<file path="config.mk">
export PLATFORM = sky130hd
export DESIGN_NAME = resource_event_coalescer
export DESIGN_NICKNAME = d
export VERILOG_FILES = /design/src/hdl/rec_pkg.sv /design/src/hdl/rec_table.sv /design/src/hdl/rec_walker.sv /design/src/hdl/resource_event_coalescer.sv
export SDC_FILE = /design/constraint.sdc
export NUM_CORES = 1
export LEC_CHECK = 0
export BUFFER_PORTS_ARGS = -buffer_cell sky130_fd_sc_hd__buf_2
export CAP_MARGIN = 20
export CORE_MARGIN = 3
export CORE_UTILIZATION = 59
export CTS_CLUSTER_SIZE = 16
export DETAILED_ROUTE_END_ITERATION = 10
export PLACE_DENSITY = 0.85
export RECOVER_POWER = 50
export SYNTH_ARGS = -nofsm -noshare
export SYNTH_HDL_FRONTEND = slang
export SYNTH_SLANG_ARGS = --single-unit
</file>
<file path="constraint.sdc">
create_clock -name aclk -period 5.2 [get_ports aclk]
set_input_delay 0 -clock aclk [delete_from_list [all_inputs] [get_ports aclk]]
set_output_delay 0 -clock aclk [all_outputs]
set_load 0.02 [all_outputs]
</file>
<file path="src/hdl/rec_pkg.sv">
// Shared types, codes and defaults for the resource event coalescer.
// No dependencies; every other file in hdl/ uses this package.
package rec_pkg;

    localparam int DEF_TABLE_DEPTH = 32;
    localparam int DEF_ID_WIDTH    = 16;
    localparam int ID_BITS         = 16;

    // Request and entry state codes
    localparam logic [1:0] REQ_PREFETCH = 2'd0;
    localparam logic [1:0] REQ_LOAD     = 2'd1;
    localparam logic [1:0] REQ_UNLOAD   = 2'd2;
    localparam logic [1:0] REQ_FLUSH    = 2'd3;
    localparam logic [1:0] ST_CANCEL    = 2'd3;

    typedef struct packed {
        logic [1:0]         req_type;
        logic [ID_BITS-1:0] resource_id;
    } rec_in_t;

    typedef struct packed {
        logic [1:0]         command;
        logic [ID_BITS-1:0] resource_id_out;
        logic               empty_flush;
        logic               overflowed;
        logic               last;
    } rec_out_t;

    typedef struct packed {
        logic rd_en;
        logic a_we;
        logic b_we;
    } mem_ctl_t;

    typedef enum logic [2:0] {
        S_IDLE,
        S_RD,
        S_CHK,
        S_LINK,
        S_APPEND,
        S_FEND
    } walk_state_t;

endpackage

</file>
<file path="src/hdl/rec_table.sv">
// Entry storage: key/state memory and successor-pointer memory.
// Depends on rec_pkg (mem_ctl_t).
module rec_table #(
    parameter int TABLE_DEPTH = rec_pkg::DEF_TABLE_DEPTH,
    parameter int KW          = rec_pkg::DEF_ID_WIDTH,
    parameter int AW          = $clog2(rec_pkg::DEF_TABLE_DEPTH)
) (
    input  logic              aclk,
    input  rec_pkg::mem_ctl_t ctl,
    input  logic [AW-1:0]     rd_addr,
    input  logic [AW-1:0]     a_waddr,
    input  logic [KW-1:0]     a_wkey,
    input  logic [1:0]        a_wstate,
    input  logic [AW-1:0]     b_waddr,
    input  logic [AW-1:0]     b_wnext,
    output logic [KW-1:0]     rd_key,
    output logic [1:0]        rd_state,
    output logic [AW-1:0]     rd_next
);

    logic [KW+1:0] mem_a [TABLE_DEPTH];
    logic [AW-1:0] mem_b [TABLE_DEPTH];
    logic [KW+1:0] rd_a_reg;
    logic [AW-1:0] rd_b_reg;

    always_ff @(posedge aclk) begin
        if (ctl.a_we) begin
            mem_a[a_waddr] <= {a_wkey, a_wstate};
        end
        if (ctl.rd_en) begin
            rd_a_reg <= mem_a[rd_addr];
        end
    end

    always_ff @(posedge aclk) begin
        if (ctl.b_we) begin
            mem_b[b_waddr] <= b_wnext;
        end
        if (ctl.rd_en) begin
            rd_b_reg <= mem_b[rd_addr];
        end
    end

    assign rd_key   = rd_a_reg[KW+1:2];
    assign rd_state = rd_a_reg[1:0];
    assign rd_next  = rd_b_reg;

endmodule

</file>
<file path="src/hdl/rec_walker.sv">
// List sequencer: walks the linked list to merge updates and to drain on flush.
// Depends on rec_pkg and drives the rec_table memories.
module rec_walker #(
    parameter int TABLE_DEPTH = rec_pkg::DEF_TABLE_DEPTH,
    parameter int KW          = rec_pkg::DEF_ID_WIDTH,
    parameter int AW          = $clog2(rec_pkg::DEF_TABLE_DEPTH),
    parameter int CW          = $clog2(rec_pkg::DEF_TABLE_DEPTH + 1)
) (
    input  logic              aclk,
    input  logic              aresetn,
    input  logic              s_valid,
    output logic              s_ready,
    input  rec_pkg::rec_in_t  s_data,
    input  logic              out_free,
    output logic              push,
    output rec_pkg::rec_out_t push_data,
    output rec_pkg::mem_ctl_t ctl,
    output logic [AW-1:0]     rd_addr,
    output logic [AW-1:0]     a_waddr,
    output logic [KW-1:0]     a_wkey,
    output logic [1:0]        a_wstate,
    output logic [AW-1:0]     b_waddr,
    output logic [AW-1:0]     b_wnext,
    input  logic [KW-1:0]     rd_key,
    input  logic [1:0]        rd_state,
    input  logic [AW-1:0]     rd_next
);

    rec_pkg::walk_state_t state_reg, state_next;
    logic [1:0]    req_reg, req_next;
    logic [KW-1:0] id_reg, id_next;
    logic [AW-1:0] p_reg, p_next, prev_reg, prev_next, slot_reg, slot_next;
    logic [AW-1:0] head_reg, head_next, tail_reg, tail_next;
    logic [CW-1:0] i_reg, i_next, count_reg, count_next;
    logic          ovf_reg, ovf_next;
    logic          pend_valid_reg, pend_valid_next;
    logic [1:0]    pend_cmd_reg, pend_cmd_next;
    logic [KW-1:0] pend_id_reg, pend_id_next;

    logic          at_end, hit, live, do_move, changed;
    logic [1:0]    new_st;
    logic [AW-1:0] cnt_slot;

    assign at_end   = (i_reg == count_reg - CW'(1));
    assign hit      = (rd_key == id_reg);
    assign live     = (rd_state != rec_pkg::ST_CANCEL);
    assign cnt_slot = count_reg[AW-1:0];

    // merge rule for a known id
    always_comb begin
        new_st  = rd_state;
        do_move = 1'b0;
        if (req_reg == rd_state) begin
            new_st = rd_state;
        end else if (rd_state == rec_pkg::ST_CANCEL) begin
            new_st  = req_reg;
            do_move = 1'b1;
        end else if (req_reg == rec_pkg::REQ_UNLOAD) begin
            new_st = rec_pkg::ST_CANCEL;
        end else if (req_reg == rec_pkg::REQ_PREFETCH) begin
            if (rd_state == rec_pkg::REQ_UNLOAD) begin
                new_st  = rec_pkg::REQ_PREFETCH;
                do_move = 1'b1;
            end
        end else if (rd_state == rec_pkg::REQ_UNLOAD) begin
            new_st = rec_pkg::ST_CANCEL;
        end else begin
            new_st  = rec_pkg::REQ_LOAD;
            do_move = 1'b1;
        end
        changed = (new_st != rd_state);
    end

    always_ff @(posedge aclk) begin
        if (!aresetn) begin
            state_reg      <= rec_pkg::S_IDLE;
            head_reg       <= '0;
            tail_reg       <= '0;
            count_reg      <= '0;
            ovf_reg        <= 1'b0;
            pend_valid_reg <= 1'b0;
        end else begin
            state_reg      <= state_next;
            head_reg       <= head_next;
            tail_reg       <= tail_next;
            count_reg      <= count_next;
            ovf_reg        <= ovf_next;
            pend_valid_reg <= pend_valid_next;
        end
    end

    always_ff @(posedge aclk) begin
        req_reg      <= req_next;
        id_reg       <= id_next;
        p_reg        <= p_next;
        prev_reg     <= prev_next;
        slot_reg     <= slot_next;
        i_reg        <= i_next;
        pend_cmd_reg <= pend_cmd_next;
        pend_id_reg  <= pend_id_next;
    end

    always_comb begin
        state_next      = state_reg;
        req_next        = req_reg;
        id_next         = id_reg;
        p_next          = p_reg;
        prev_next       = prev_reg;
        slot_next       = slot_reg;
        i_next          = i_reg;
        head_next       = head_reg;
        tail_next       = tail_reg;
        count_next      = count_reg;
        ovf_next        = ovf_reg;
        pend_valid_next = pend_valid_reg;
        pend_cmd_next   = pend_cmd_reg;
        pend_id_next    = pend_id_reg;
        s_ready         = 1'b0;
        push            = 1'b0;
        push_data       = '0;
        ctl             = '0;
        rd_addr         = p_reg;
        a_waddr         = p_reg;
        a_wkey          = id_reg;
        a_wstate        = new_st;
        b_waddr         = prev_reg;
        b_wnext         = rd_next;

        case (state_reg)
            rec_pkg::S_IDLE: begin
                s_ready = 1'b1;
                if (s_valid) begin
                    req_next  = s_data.req_type;
                    id_next   = s_data.resource_id[KW-1:0];
                    p_next    = head_reg;
                    i_next    = '0;
                    if (count_reg == '0) begin
                        state_next = (s_data.req_type == rec_pkg::REQ_FLUSH)
                                   ? rec_pkg::S_FEND : rec_pkg::S_APPEND;
                    end else begin
                        state_next = rec_pkg::S_RD;
                    end
                end
            end
            rec_pkg::S_RD: begin
                ctl.rd_en  = 1'b1;
                state_next = rec_pkg::S_CHK;
            end
            rec_pkg::S_CHK: begin
                if (req_reg == rec_pkg::REQ_FLUSH) begin
                    // hold while the previous live entry cannot be handed on
                    if (!(live && pend_valid_reg && !out_free)) begin
                        if (live && pend_valid_reg) begin
                            push                      = 1'b1;
                            push_data.command         = pend_cmd_reg;
                            push_data.resource_id_out = rec_pkg::ID_BITS'(pend_id_reg);
                            push_data.overflowed      = ovf_reg;
                        end
                        if (live) begin
                            pend_valid_next = 1'b1;
                            pend_cmd_next   = rd_state;
                            pend_id_next    = rd_key;
                        end
                        if (at_end) begin
                            state_next = rec_pkg::S_FEND;
                        end else begin
                            p_next     = rd_next;
                            i_next     = i_reg + CW'(1);
                            state_next = rec_pkg::S_RD;
                        end
                    end
                end else if (hit) begin
                    ctl.a_we   = changed;
                    state_next = rec_pkg::S_IDLE;
                    if (do_move && (p_reg != tail_reg)) begin
                        slot_next  = p_reg;
                        state_next = rec_pkg::S_LINK;
                        if (p_reg == head_reg) begin
                            head_next = rd_next;
                        end else begin
                            ctl.b_we = 1'b1;   // unlink: pred.next = slot.next
                        end
                    end
                end else if (at_end) begin
                    state_next = rec_pkg::S_APPEND;
                end else begin
                    prev_next  = p_reg;
                    p_next     = rd_next;
                    i_next     = i_reg + CW'(1);
                    state_next = rec_pkg::S_RD;
                end
            end
            rec_pkg::S_LINK: begin
                ctl.b_we   = 1'b1;
                b_waddr    = tail_reg;
                b_wnext    = slot_reg;
                tail_next  = slot_reg;
                state_next = rec_pkg::S_IDLE;
            end
            rec_pkg::S_APPEND: begin
                state_next = rec_pkg::S_IDLE;
                if (count_reg == CW'(TABLE_DEPTH)) begin
                    ovf_next = 1'b1;
                end else begin
                    ctl.a_we   = 1'b1;
                    a_waddr    = cnt_slot;
                    a_wstate   = req_reg;
                    b_waddr    = tail_reg;
                    b_wnext    = cnt_slot;
                    tail_next  = cnt_slot;
                    count_next = count_reg + CW'(1);
                    if (count_reg == '0) begin
                        head_next = cnt_slot;
                    end else begin
                        ctl.b_we = 1'b1;
                    end
                end
            end
            rec_pkg::S_FEND: begin
                if (out_free) begin
                    push                 = 1'b1;
                    push_data.overflowed = ovf_reg;
                    push_data.last       = 1'b1;
                    if (pend_valid_reg) begin
                        push_data.command         = pend_cmd_reg;
                        push_data.resource_id_out = rec_pkg::ID_BITS'(pend_id_reg);
                    end else begin
                        push_data.empty_flush = 1'b1;
                    end
                    pend_valid_next = 1'b0;
                    head_next       = '0;
                    tail_next       = '0;
                    count_next      = '0;
                    ovf_next        = 1'b0;
                    state_next      = rec_pkg::S_IDLE;
                end
            end
            default: begin
                state_next = rec_pkg::S_IDLE;
            end
        endcase
    end

    a_count_bound: assert property (@(posedge aclk) disable iff (!aresetn)
        count_reg <= CW'(TABLE_DEPTH))
        else $error("entry count beyond table depth");

    a_push_free: assert property (@(posedge aclk) disable iff (!aresetn)
        push |-> out_free)
        else $error("result pushed into a full output register");

    a_read_check: assert property (@(posedge aclk) disable iff (!aresetn)
        state_reg == rec_pkg::S_RD |=> state_reg == rec_pkg::S_CHK)
        else $error("memory read not followed by check");

    a_flush_clears: assert property (@(posedge aclk) disable iff (!aresetn)
        (state_reg == rec_pkg::S_FEND && out_free) |=> (count_reg == '0 && !ovf_reg))
        else $error("table not cleared after flush");

endmodule

</file>
<file path="src/hdl/resource_event_coalescer.sv">
// Top level of the resource event coalescer: sequencer, entry memories and
// the result output register. Depends on rec_pkg, rec_table and rec_walker.
//
// Usage: requests enter on s_valid/s_ready/s_data (req_type, resource_id).
// Prefetch, load and unload requests merge into a linked table of at most
// TABLE_DEPTH entries and produce no result. A flush request drains the live
// entries in list order on m_valid/m_ready/m_data, marks the final one with
// last, reports the sticky overflow flag on every result and then empties
// the table; with nothing live it emits one result with empty_flush set.
// Timing: the sequencer walks the list through a memory with a registered
// read, so each entry read passes through S_RD and then S_CHK. An update
// reads entries up to the match, or all of them on a miss, and may then go
// to S_APPEND for an append attempt or S_LINK for a move to the tail. A flush
// reads every entry and ends in S_FEND, holding if the receiver stalls.
// Stalls: one result register sits on the output; the block takes the next
// request as soon as a flush has queued its last result, and a drain holds
// in place while that register is full.
// Reset (aresetn low, synchronous) empties the table and clears the flag;
// the memories need no clearing pass.
module resource_event_coalescer #(
    parameter int TABLE_DEPTH = rec_pkg::DEF_TABLE_DEPTH,
    parameter int ID_WIDTH    = rec_pkg::DEF_ID_WIDTH
) (
    input  logic              aclk,
    input  logic              aresetn,
    input  logic              s_valid,
    output logic              s_ready,
    input  rec_pkg::rec_in_t  s_data,
    output logic              m_valid,
    input  logic              m_ready,
    output rec_pkg::rec_out_t m_data
);

    // stored key width: ids are at most ID_BITS wide
    localparam int KW = (ID_WIDTH < rec_pkg::ID_BITS) ? ID_WIDTH : rec_pkg::ID_BITS;
    localparam int AW = $clog2(TABLE_DEPTH);
    localparam int CW = $clog2(TABLE_DEPTH + 1);

    rec_pkg::mem_ctl_t ctl;
    rec_pkg::rec_out_t push_data;
    logic              push, out_free;
    logic [AW-1:0]     rd_addr, a_waddr, b_waddr, b_wnext, rd_next;
    logic [KW-1:0]     a_wkey, rd_key;
    logic [1:0]        a_wstate, rd_state;

    logic              m_valid_reg, m_valid_next;
    rec_pkg::rec_out_t m_data_reg, m_data_next;

    // output register is free when empty or being taken this cycle
    assign out_free = !m_valid_reg || m_ready;

    rec_walker #(
        .TABLE_DEPTH(TABLE_DEPTH),
        .KW(KW),
        .AW(AW),
        .CW(CW)
    ) u_walker (
        .aclk(aclk),
        .aresetn(aresetn),
        .s_valid(s_valid),
        .s_ready(s_ready),
        .s_data(s_data),
        .out_free(out_free),
        .push(push),
        .push_data(push_data),
        .ctl(ctl),
        .rd_addr(rd_addr),
        .a_waddr(a_waddr),
        .a_wkey(a_wkey),
        .a_wstate(a_wstate),
        .b_waddr(b_waddr),
        .b_wnext(b_wnext),
        .rd_key(rd_key),
        .rd_state(rd_state),
        .rd_next(rd_next)
    );

    rec_table #(
        .TABLE_DEPTH(TABLE_DEPTH),
        .KW(KW),
        .AW(AW)
    ) u_table (
        .aclk(aclk),
        .ctl(ctl),
        .rd_addr(rd_addr),
        .a_waddr(a_waddr),
        .a_wkey(a_wkey),
        .a_wstate(a_wstate),
        .b_waddr(b_waddr),
        .b_wnext(b_wnext),
        .rd_key(rd_key),
        .rd_state(rd_state),
        .rd_next(rd_next)
    );

    // load a new result, or drop the valid once the current one is taken
    always_comb begin
        m_valid_next = m_valid_reg;
        m_data_next  = m_data_reg;
        if (push) begin
            m_valid_next = 1'b1;
            m_data_next  = push_data;
        end else if (m_ready) begin
            m_valid_next = 1'b0;
        end
    end

    always_ff @(posedge aclk) begin
        if (!aresetn) begin
            m_valid_reg <= 1'b0;
        end else begin
            m_valid_reg <= m_valid_next;
        end
    end

    always_ff @(posedge aclk) begin
        m_data_reg <= m_data_next;
    end

    assign m_valid = m_valid_reg;
    assign m_data  = m_data_reg;

endmodule

</file>
==> run metrics <==
WP buf/inv=1; Post-Route WL=92,890 um; CP Class=flip-flop to flip-flop; synthesis warning total=0; GRT met3 Usage=0.08455; CP max FO=16; Max Clock Freq=0.2093 GHz; hold_sp=s_valid; area growth from synthesis to layout=13.14%; Netlist cell types=61; Setup Skew=0.05060 ns; failing checks=capacitance limit, slew limit; pwr dens=425.9 nW/um2; vias in the first global route=18,698; WP data arrival=5.04 ns; First-pass DRT Iterations=10; Largest stage delay, worst path=1.14 ns; Gate power share=0.123; postcts setup bufs=0; met1 global-route usage=0.3970; hold endpoint=u_walker.state_reg[1]; CP max-delay cell=a21boi_0; min cycle time layout=4.779 ns; cells along the critical path=inv_1 -> ha_1 -> nor4b_4 -> a21boi_0 -> nor2_2 -> mux2i_1 -> nand2_1 -> nor2_1; R2R Path Start=u_walker.count_reg[0]; worst reg2reg path endpoint=u_table.mem_b[1][1]; Initial Utilization=0.6036; Hold Vio Cnt, Final=0; largest net degree at the start of global routing=118; Post-synth ARST share=0; WL/cell=35.67 um; Max Slew Vio Count=189; CTS buffer count=82; Clock power frac=0.386; Peak supply drop=0.3161 mV; setup violators final=0; vias per cell=7.172; antenna-violating nets left=0; core footprint=55,850 um2; sw frac=0.2514; Synth Flop Type=edfxtp_1; sequential share of power=0.491; NetSw=4.084 mW; post-route worst setup slack=0.4210 ns; CTS Sinks=859; Internal=12.16 mW; Top Usage Layer GRT=met2; CTS HTree Levels=3; Iter 0 DRT Violations=3,231; worst slew pin tran=2.885 ns; Relative slew margins=-0.9272; CP delay by family, top=simple AND/OR/NAND/NOR gates; post-detail-place hpwl=48,750 um; RSZ-0062 raised after global routing=no; period utilization=0.9190; total number of vias=18,677; Max-cap violations=7; global route overflow=0; Reg2Reg Setup Slack=0.42 ns; Setup crit end kind=flip-flop; Synth Register Bits=859; status=finished, violations left; initial antenna violation count=7; GPL Wtd Cong=0.8596; syn avg cell area=20.59 um2; R2R cell count=8; Reg clk slew, reported paths=0.06 ns; Clk Latency, worst-skew pair=0.66 ns; Die H=245.0 um; Final TNS setup=0 ns; die width=245.0 um; EDFF count, synth=837; Hold Crit Depth=5; hold crit path type=primary input to flip-flop; Seq/Total Area, Yosys=0.7587; Syn Std Cell Area=33,710 um2; first-pass GRT wire length=131,100 um; startpoint types=flip-flop; Root Buffer=clkbuf_16; M2 GR Usage=0.4952; DRC viols=0; Max Root-Sink Buffers=3; fin nets=1,815; post-synthesis instance total=1,637; Core Rows=86; # IOs=45; post_cts resized=0; max reg flops=576; Leak=12.15 nW; worst path required time=5.46 ns; total die area=60,040 um2; layout cells sized above 1=0.2503; pre-CTS setup slack=0.5849 ns; GRT Util Overall=0.3073; port bufs=44; Mapped Nets=1,663; Filler Cells Inserted=3,095; TritonCTS clock tree=done
per-stage QoR:
| stage | power [mW] | instance area [um2] | utilization | std cells | hold slack (ns) |
|---|---|---|---|---|---|
| after global routing | 16.56 | 38130 | 0.6828 | 2602 | 0.07419 |
| after floorplan | 9.308 | 33710 | - | 1637 | 0.09887 |
| final | 16.24 | 38140 | 0.6829 | 2604 | 0.07074 |
| after detailed placement | 9.951 | 35240 | 0.6311 | 2426 | 0.1792 |
| after CTS | 16.12 | 38200 | 0.6840 | 2595 | 0.05375 |
| after global placement | 9.869 | 35240 | 0.6311 | 2426 | 0.1771 |
synth_stat cells, drive strengths merged, types with 3 or more instances:
library cell  number  area share
o31ai              8      0.0018
dfxtp             22       0.013
a22oi              4     0.00089
nor4               6      0.0011
a21oi             16      0.0024
nand4              5     0.00093
edfxtp           837        0.75
mux4             230        0.15
nor3              12      0.0018
a22o               3     0.00078
o21ai             12      0.0018
nor2b              9      0.0017
and2              29      0.0054
nand3             12      0.0018
xor2              27      0.0070
nor2              90       0.010
ha                 4      0.0015
nor3b              3     0.00082
clkbuf            46      0.0051
nand2b            14      0.0026
mux2i             15      0.0045
nand3b             4     0.00089
nand2            135       0.015
a21boi             8      0.0018
inv                6     0.00067
xnor2             13      0.0034
buf               31      0.0041
a21o               3     0.00067
power groups by stage:
stage	Combinational (mW)	Clock, mW	Sequential [mW]
5_1_grt	2.08	6.51	7.97
4_1_cts	1.92	6.22	7.98
6_report	2.01	6.27	7.97
3_3_place_gp	1.77	0	8.10
2_1_floorplan	1.23	0	8.08
3_5_place_dp	1.84	0	8.12
repair_timing:
| action | 4_1_cts | 5_1_grt |
|---|---|---|
| setup endpoints to repair | 0 | 0 |
| endpoints found under the hold margin | 40 | 0 |
| hold buffers | 20 | 0 |
layer usage:
metal / vias to the layer above / part of all wire
li1: 6975 / -
met5: - / 0.00037
met4: 4 / 0.057
met2: 1985 / 0.49
met1: 9294 / 0.32
met3: 419 / 0.13
cell usage in the layout, fill, tap and decap left out, drive strengths merged, types with 3 or more instances in the layout:
master	count
edfxtp	837
mux4	230
clkbuf	146
nand2	135
nor2	90
buf	74
clkinv	36
and2	29
xor2	27
dfxtp	22
dlygate4sd3	20
a21oi	16
mux2i	15
nand2b	14
xnor2	13
nor3	12
nand3	12
bufinv	12
o21ai	12
inv	10
nor2b	9
a21boi	8
o31ai	8
nor4	6
nand4	5
a22oi	4
nand3b	4
ha	4
a21o	3
a22o	3
nor3b	3
worst max path at each step:
stage                          startpoint                    to  slack [ns]  cells past startpoint
floorplan           u_walker.count_reg[0]   u_table.mem_a[3][0]        1.65                     10
global placement       u_walker.a_wkey[8]  u_table.mem_a[6][12]        0.93                      7
detailed placement     u_walker.a_wkey[8]   u_table.mem_a[0][5]        0.58                      7
CTS                    u_walker.a_wkey[6]  u_table.mem_a[3][11]        0.31                      7
global route        u_walker.count_reg[0]   u_table.mem_b[9][0]        0.40                      8
finish              u_walker.count_reg[0]   u_table.mem_b[1][1]        0.42                      8
kinds of logic after synthesis:
logic type                 count (synthesis)  share of synthesized area
AOI/OAI and AO/OA                         73                    0.01529
xor gates and xnor gates                  40                    0.01039
adders and majority gates                  4                   0.001485
buffers and inverters                     83                   0.009911
DFF                                      859                     0.7587
muxes                                    247                     0.1588
and+or+nand+nor                          331                    0.04543
area by class of cell:
| cell class | count | area (um2) | share of cell area |
|---|---|---|---|
| Antenna cell | 2 | 5.005 | 0.0001312 |
| Clock buffer | 95 | 2101 | 0.05509 |
| Clock inverter | 54 | 655.6 | 0.01719 |
| Inverter | 6 | 22.52 | 0.0005906 |
| Multi-Input combinational cell | 695 | 7881 | 0.2067 |
| Sequential cell | 859 | 25570 | 0.6706 |
| Tap cell | 748 | 935.9 | 0.02454 |
| Timing Repair Buffer | 145 | 960.9 | 0.02520 |
tightest hold or removal path: stages:
cell and delay, ns:
buf_2 0.12, nor3_1 0.19, nor2_1 0.12, o21ai_0 0.12
a21boi_0 0.11
Note: power is estimated with default switching activity, not from simulation.
